### config.mk
export PLATFORM = sky130hd
export DESIGN_NAME = cidr_mod
export DESIGN_NICKNAME = d
export VERILOG_FILES = /design/src/rtl/assert_macros.svh /design/src/rtl/cidr_pkg.sv /design/src/rtl/cidr_mod.sv
export SDC_FILE = /design/constraint.sdc
export NUM_CORES = 1
export LEC_CHECK = 0
export BUFFER_PORTS_ARGS = -buffer_cell sky130_fd_sc_hd__buf_2
export CORE_ASPECT_RATIO = 1.25
export CORE_MARGIN = 2
export CORE_UTILIZATION = 50
export CTS_CLUSTER_SIZE = 16
export DETAILED_ROUTE_END_ITERATION = 6
export PLACE_DENSITY = 0.72
export RECOVER_POWER = 50
export SYNTH_ARGS = -nofsm -noshare
export SYNTH_HDL_FRONTEND = slang
export SYNTH_SLANG_ARGS = --single-unit
### constraint.sdc
create_clock -name i_clk -period 4.2 [get_ports i_clk]
set_input_delay 0.84 -clock i_clk [delete_from_list [all_inputs] [get_ports i_clk]]
set_output_delay 0.84 -clock i_clk [all_outputs]
set_load 0.01 [all_outputs]
### src/rtl/assert_macros.svh
// ----------------------------------------------------------------------------
// Assertion macros
// Clocked assertion helpers, compiled out when SYNTH is defined.
// ----------------------------------------------------------------------------
`ifndef ASSERT_MACROS_SVH
`define ASSERT_MACROS_SVH
`ifndef SYNTH
`define AST_CLK(lbl, clk, rst_n, prop) \
    lbl: assert property (@(posedge clk) disable iff (!rst_n) prop) \
        else $error("assertion failed");
`define AST_NEVER(lbl, clk, rst_n, cond) `AST_CLK(lbl, clk, rst_n, !(cond))
`else
`define AST_CLK(lbl, clk, rst_n, prop)
`define AST_NEVER(lbl, clk, rst_n, cond)
`endif
`endif

### src/rtl/cidr_pkg.sv
// ----------------------------------------------------------------------------
// cidr_pkg
// Shared types and constants of the clause id remapper.
// ----------------------------------------------------------------------------
package cidr_pkg;

    localparam int TABLE_ENTRIES = 1024;
    localparam int TBL_AW        = $clog2(TABLE_ENTRIES);
    localparam int CNT_W         = TBL_AW + 1;
    localparam int CFG_W         = 11;
    localparam int REM_W         = 10;
    localparam int ID_W          = 64;

    localparam logic [1:0] FN_HINT   = 2'd0;
    localparam logic [1:0] FN_ASSIGN = 2'd1;
    localparam logic [1:0] FN_DELETE = 2'd2;
    localparam logic [1:0] FN_NOP    = 2'd3;

    localparam logic [1:0] CFG_SOLVER_COUNT = 2'd0;
    localparam logic [1:0] CFG_SOLVER_REM   = 2'd1;

    typedef struct packed {
        logic [1:0]      func;
        logic [ID_W-1:0] clause_id;
    } t_req;

    typedef struct packed {
        logic [ID_W-1:0] mapped_id;
        logic            entry_found;
        logic            table_full;
    } t_rsp;

    typedef struct packed {
        logic            valid;
        logic [ID_W-1:0] key;
        logic [ID_W-1:0] offset;
    } t_entry;

endpackage

### src/rtl/cidr_mod.sv
// ----------------------------------------------------------------------------
// cidr_mod
// Bit-serial remainder of a 64-bit value by an 11-bit divisor, one bit a cycle.
// ----------------------------------------------------------------------------
module cidr_mod (
    input  logic                         i_clk,
    input  logic                         i_rst_n,
    input  logic                         i_start,
    input  logic [cidr_pkg::ID_W-1:0]    i_dividend,
    input  logic [cidr_pkg::CFG_W-1:0]   i_divisor,
    output logic                         o_done,
    output logic [cidr_pkg::CFG_W-1:0]   o_rem
);

    localparam int STEP_W = $clog2(cidr_pkg::ID_W) + 1;

    logic                        r_busy;
    logic [STEP_W-1:0]           r_step;
    logic [cidr_pkg::ID_W-1:0]   r_shift;
    logic [cidr_pkg::CFG_W-1:0]  r_div;
    logic [cidr_pkg::CFG_W:0]    w_trial;
    logic [cidr_pkg::CFG_W:0]    w_next;

    assign w_trial = {o_rem, r_shift[cidr_pkg::ID_W-1]};
    assign w_next  = (w_trial >= {1'b0, r_div}) ? w_trial - {1'b0, r_div} : w_trial;

    always_ff @(posedge i_clk) begin
        if (!i_rst_n) begin
            r_busy <= 1'b0;
            o_done <= 1'b0;
            r_step <= '0;
        end else begin
            o_done <= 1'b0;
            if (i_start) begin
                r_busy  <= 1'b1;
                r_step  <= '0;
                r_shift <= i_dividend;
                r_div   <= i_divisor;
                o_rem   <= '0;
            end else if (r_busy) begin
                o_rem   <= w_next[cidr_pkg::CFG_W-1:0];
                r_shift <= {r_shift[cidr_pkg::ID_W-2:0], 1'b0};
                r_step  <= r_step + 1'b1;
                if (r_step == STEP_W'(cidr_pkg::ID_W - 1)) begin
                    r_busy <= 1'b0;
                    o_done <= 1'b1;
                end
            end
        end
    end

endmodule

---- Word-level counts from Yosys, hierarchy flattened ----
Index checks and enable logic that the tools add are counted.
W data, S select, Z words.
storage, ports and cells
  register bits ........................... 95
  input bits .............................. 78
  output and inout bits ................... 12
  word-level logic and storage cells ...... 25
cells by class
  add/sub/neg operators ................... 2
  order comparisons ....................... 1
  equality and inequality tests ........... 1
  multiplexer cells ....................... 8
  bitwise gates (word level) .............. 2
  reductions and logical operators ........ 5
operators with widths
  cell                   number
  $mux W64               2
  $mux W11               2
  $ge A12 B11 Y1         1
  $sub A11 B11 Y11       1
  $add A7 B1 Y7 const B  1
  $eq A7 B6 Y1 const B   1
  $mux W1                4
  $reduce_and A2 Y1      2
  $reduce_or A3 Y1       1
  $not A1 Y1             2
  $reduce_bool A2 Y1     1
  $reduce_or A2 Y1       1

---- Depth between registers and ports, before layout ----
  word-level depth ........................ 4
  mapped depth ............................ 10
  depth with buffers taken out ............ 9

---- Least setup slack after synthesis ----
OpenSTA, ideal clock, no wires.
  kind .................................... input to register
  from .................................... input port i_start
  to ...................................... register o_rem[0] (netlist bit) (enable)
  library setup time ...................... 440 ps
  arrival time ............................ 3,135 ps
  required time ........................... 3,760 ps
  path slack .............................. 625 ps
  cell stages on the path ................. 3
  buffers on the path ..................... 2
  path through ............................ clkbuf_1 > clkbuf_1 > o21a_1
between the ends
  longest elaborated chain between the ends .. 2
ends and longest elaborated chain
  what                                 RTL line        source
  from (decl)                          cidr_mod.sv:8   input logic i_start,
  $reduce_bool A2 Y1 (no source line)  n/a
  $reduce_and A2 Y1 (no source line)   n/a
  to (signal assigned)                 cidr_mod.sv:41  o_rem <= w_next[cidr_pkg::CFG_W-1:0];
  to (decl)                            cidr_mod.sv:12  output logic [cidr_pkg::CFG_W-1:0] o_rem
No other way between the ends.
A chain may end at the register's enable or synchronous reset.

---- Worst setup path after layout ----
  from .................................... input port i_start
  to ...................................... register r_shift[13] (netlist bit), data pin
between the ends
  longest elaborated chain between the ends .. 1
ends and longest elaborated chain
  what                  RTL line        source
  $mux W64              cidr_mod.sv:34  if (i_start) begin
  to (signal assigned)  cidr_mod.sv:37  r_shift <= i_dividend;
  to (signal assigned)  cidr_mod.sv:42  r_shift <= {r_shift[cidr_pkg::ID_W-2:0], 1'b0};
  to (decl)             cidr_mod.sv:19  logic [cidr_pkg::ID_W-1:0] r_shift;
No other way between the ends.

==> results.sh <==
export IMPL_transition_at_the_pin_with_the_smallest_max_transition_slack_ns=1.88
export IMPL_area_delta_synth_final_pct=15.4
export IMPL_cp_end_kind="flip-flop"
export IMPL_timing_hold_violations_final=0
export IMPL_startpoint_of_the_most_critical_hold_path="r_step[6]"
export IMPL_wire_per_inst_um=14.7
export IMPL_mappedNetlistArea_um2=4440
export IMPL_pin_count=90
export IMPL_tritoncts="yes"
export IMPL_grt_pass1_wl_um=12200
export IMPL_clock_sinks=95
export IMPL_layout_cells_non_filler=525
export IMPL_num_vias=2746
export IMPL_synthFlopType="sky130_fd_sc_hd__edfxtp_1"
export IMPL_layout_core_utilization_pct=59.3
export IMPL_placed_cells=510
export IMPL_number_of_enable_type_register_cells_in_the_synthesized_netlist=86
export IMPL_cell_by_cell_listing_of_the_critical_path="clkbuf_1 -> clkbuf_1 -> buf_4 -> mux2_2"
export IMPL_violations="max-capacitance violations, max-slew violations"
export IMPL_timing_clock_skew_ns=0.0104
export IMPL_die_area_um2=9660
export IMPL_holdWs_ns=0.481
export IMPL_worst_endpoint_arrival_ns=3.33
export IMPL_final_setup_viol_count=0
export IMPL_synth_simple_gate_area_share_pct=7.46
export IMPL_most_frequent_cells_in_the_layout="sky130_fd_sc_hd__edfxtp_1, sky130_fd_sc_hd__buf_2, sky130_fd_sc_hd__mux2_2, sky130_fd_sc_hd__nor2_1, sky130_fd_sc_hd__clkbuf_1"
export IMPL_worstReg2RegStart="r_shift[63]"
export IMPL_drtIter0Drc=164
export IMPL_antenna_violating_nets_post_route=0
export IMPL_syn_nets=402
export IMPL_vdd_ir_drop_max_uv=226
export IMPL_synth_lib_cells_used_distinct=44
export IMPL_synth_ff_latch_count=95
export IMPL_cts_repair_resize_count=0
export IMPL_cts_path_max_buffers=2
export IMPL_finalNetCount=492
export IMPL_postLayoutSetupSlackWorst_ns=0.962
export IMPL_fmaxAchievable_mhz=309
export IMPL_totalNegativeSetupSlack_ns=0
export IMPL_dp_slack_ns=1.64
export IMPL_die_height_um=109
export IMPL_timing_hold_worst_path_depth=1
export IMPL_worst_path_largest_cell_delay_ns=1.34
export IMPL_post_route_cell_area_um2=5130
export IMPL_synth_area_per_cell_um2=14.3
export IMPL_proportion_of_synthesized_area_in_mux_cells_pct=16.2
export IMPL_worst_setup_path_type="primary input to flip-flop"
export IMPL_cp_max_fo=41
export IMPL_yosys_warnings=0
export IMPL_detail_route_first_pass_iterations=4
export IMPL_placementRows=38
export IMPL_synth_compound_gate_area_share_pct=6.64
export IMPL_grt_remaining_overflow=0
export IMPL_place_detailed_hpwl_um=5290
export IMPL_fin_crit_ns=3.24
export IMPL_post_cts_setup_buffer_count=0
export IMPL_cts_hold_repair_buffers=0
export IMPL_cp_required_ns=4.29
export IMPL_rsz0062_at_grt="false"
export IMPL_grt_pass1_vias=2729
export IMPL_hold_path_class="flip-flop to flip-flop"
export IMPL_placement_io_buffers=89
export IMPL_routabilityCongestion=0.819
export IMPL_initial_core_util_pct=51.4
export IMPL_r2r_cells=9
export IMPL_mostFrequentLayoutCell="sky130_fd_sc_hd__edfxtp_1"
export IMPL_synth_async_reset_ratio_pct=0
export IMPL_numCtsBuffers=9
export IMPL_total_power_mw=1.94
export IMPL_worstSetupStartpoint="i_start"
export IMPL_core_area_um2=8650
export IMPL_crit_path_top_delay_cell="sky130_fd_sc_hd__clkbuf_1"
export IMPL_ys_seq_area_share_pct=62.2
export IMPL_grt_start_max_net_pins=77
export IMPL_finalWirelength_um=7710
export IMPL_antenna_found_initial=1
export IMPL_status="complete, but fails checks"
export IMPL_root_buffer="sky130_fd_sc_hd__clkbuf_8"
export IMPL_post_synth_fa_ha_maj_area_fraction_pct=3.83
export IMPL_vias_per_cell=5.23
export IMPL_path_clk_slew_ns=0.08
export IMPL_cts_htree_levels=3
export IMPL_post_place_instance_area_um2=5010
export IMPL_dominant_combinational_cell_family_by_area_after_synthesis="multiplexers"
export IMPL_grt_util_all_layers_pct=16.7
export IMPL_maximum_capacitance_violations=2
export IMPL_critical_path_top_cell_by_count="sky130_fd_sc_hd__clkbuf_1"
export IMPL_pwr_density_cell_nw_per_um2=378
export IMPL_fin_crit_sh_pct=77.1
export IMPL_post_synth_xor_area_fraction_pct=1.18
export IMPL_power_leakage_nw=1.93
export IMPL_final_layout_size_suffix_gt1_share_pct=38.6
export IMPL_worstSkewPairLatency_ns=0.35
export IMPL_critical_path_startpoint_type="primary input"
export IMPL_timing_max_slew_rel_slack_pct=-25.0
export IMPL_postSynthCellCount=311
export IMPL_die_x_um=88.3
export IMPL_drc_markers=0
export IMPL_report_final_slew_viol_count=117
==> Yosys cell counts, drive strengths merged (6+ instances only) <==
library cell,number,share of area (%)
mux2,63,16
nand2,10,0.84
clkbuf,10,0.84
o21ai,7,0.79
nor2,19,1.6
inv,16,1.4
edfxtp,86,58
a21oi,15,2.0
ha,12,3.4
o21a,6,1.0
dfxtp,9,4.1
==> flip-flops by register name, indices dropped and copies added (netlist names) <==
name,cells
o_rem,11
o_done,1
r_div,11
r_shift,64
r_busy,1
r_step,7
==> final timing paths <==
path	to	slack (ns)
setup / recovery	r_shift[13]	0.96
hold / removal	o_done	0.48
setup reg to reg	o_rem[4]	1.60
hold reg to reg	o_done	0.48
==> worst max-delay path: cells and delay by family <==
| family | cells | cell delay [ns] |
|---|---|---|
| multiplexers | 1 | 0.39 |
| buffers and inverters | 3 | 2.05 |
==> cell type report <==
cell class,instances,area [um2]
multi-input combinational,188,1570
timing repair buffer,91,438
sequential,95,2760
clock buffer,11,131
antenna,1,2.50
tap,120,150
inverter,16,60.1
fill,727,3530
clock inverter,3,12.5
==> power by group <==
group	total [mW]	switching [mW]	internal [mW]
clock network	0.493	0.288	0.205
logic	0.311	0.163	0.148
registers	1.14	0.0246	1.11
==> per-layer routing <==
metal  part of all wire, %  wire (um)  global-route usage, %  up-vias
met5                     0          0                      0        -
met1                    43       3310                   20.3     1304
met3                   6.8        524                   5.41       13
li1                      -          -                      -     1357
met4                   1.8        140                   7.68        0
met2                    49       3740                   26.9       72
==> logic make-up (layout without fill, tap and decap cells) <==
| family | Yosys count | after routing |
|---|---|---|
| flip-flops | 95 | 95 |
| multiplexers | 64 | 64 |
| AND/OR/NAND/NOR | 63 | 63 |
| AO/OA/AOI/OAI | 42 | 42 |
| buffers and inverters | 28 | 121 |
| adder cells (fa/ha/maj) | 13 | 13 |
| XOR/XNOR | 6 | 6 |
| other | 0 | 1 |
Power figures use the tool's default switching activity.
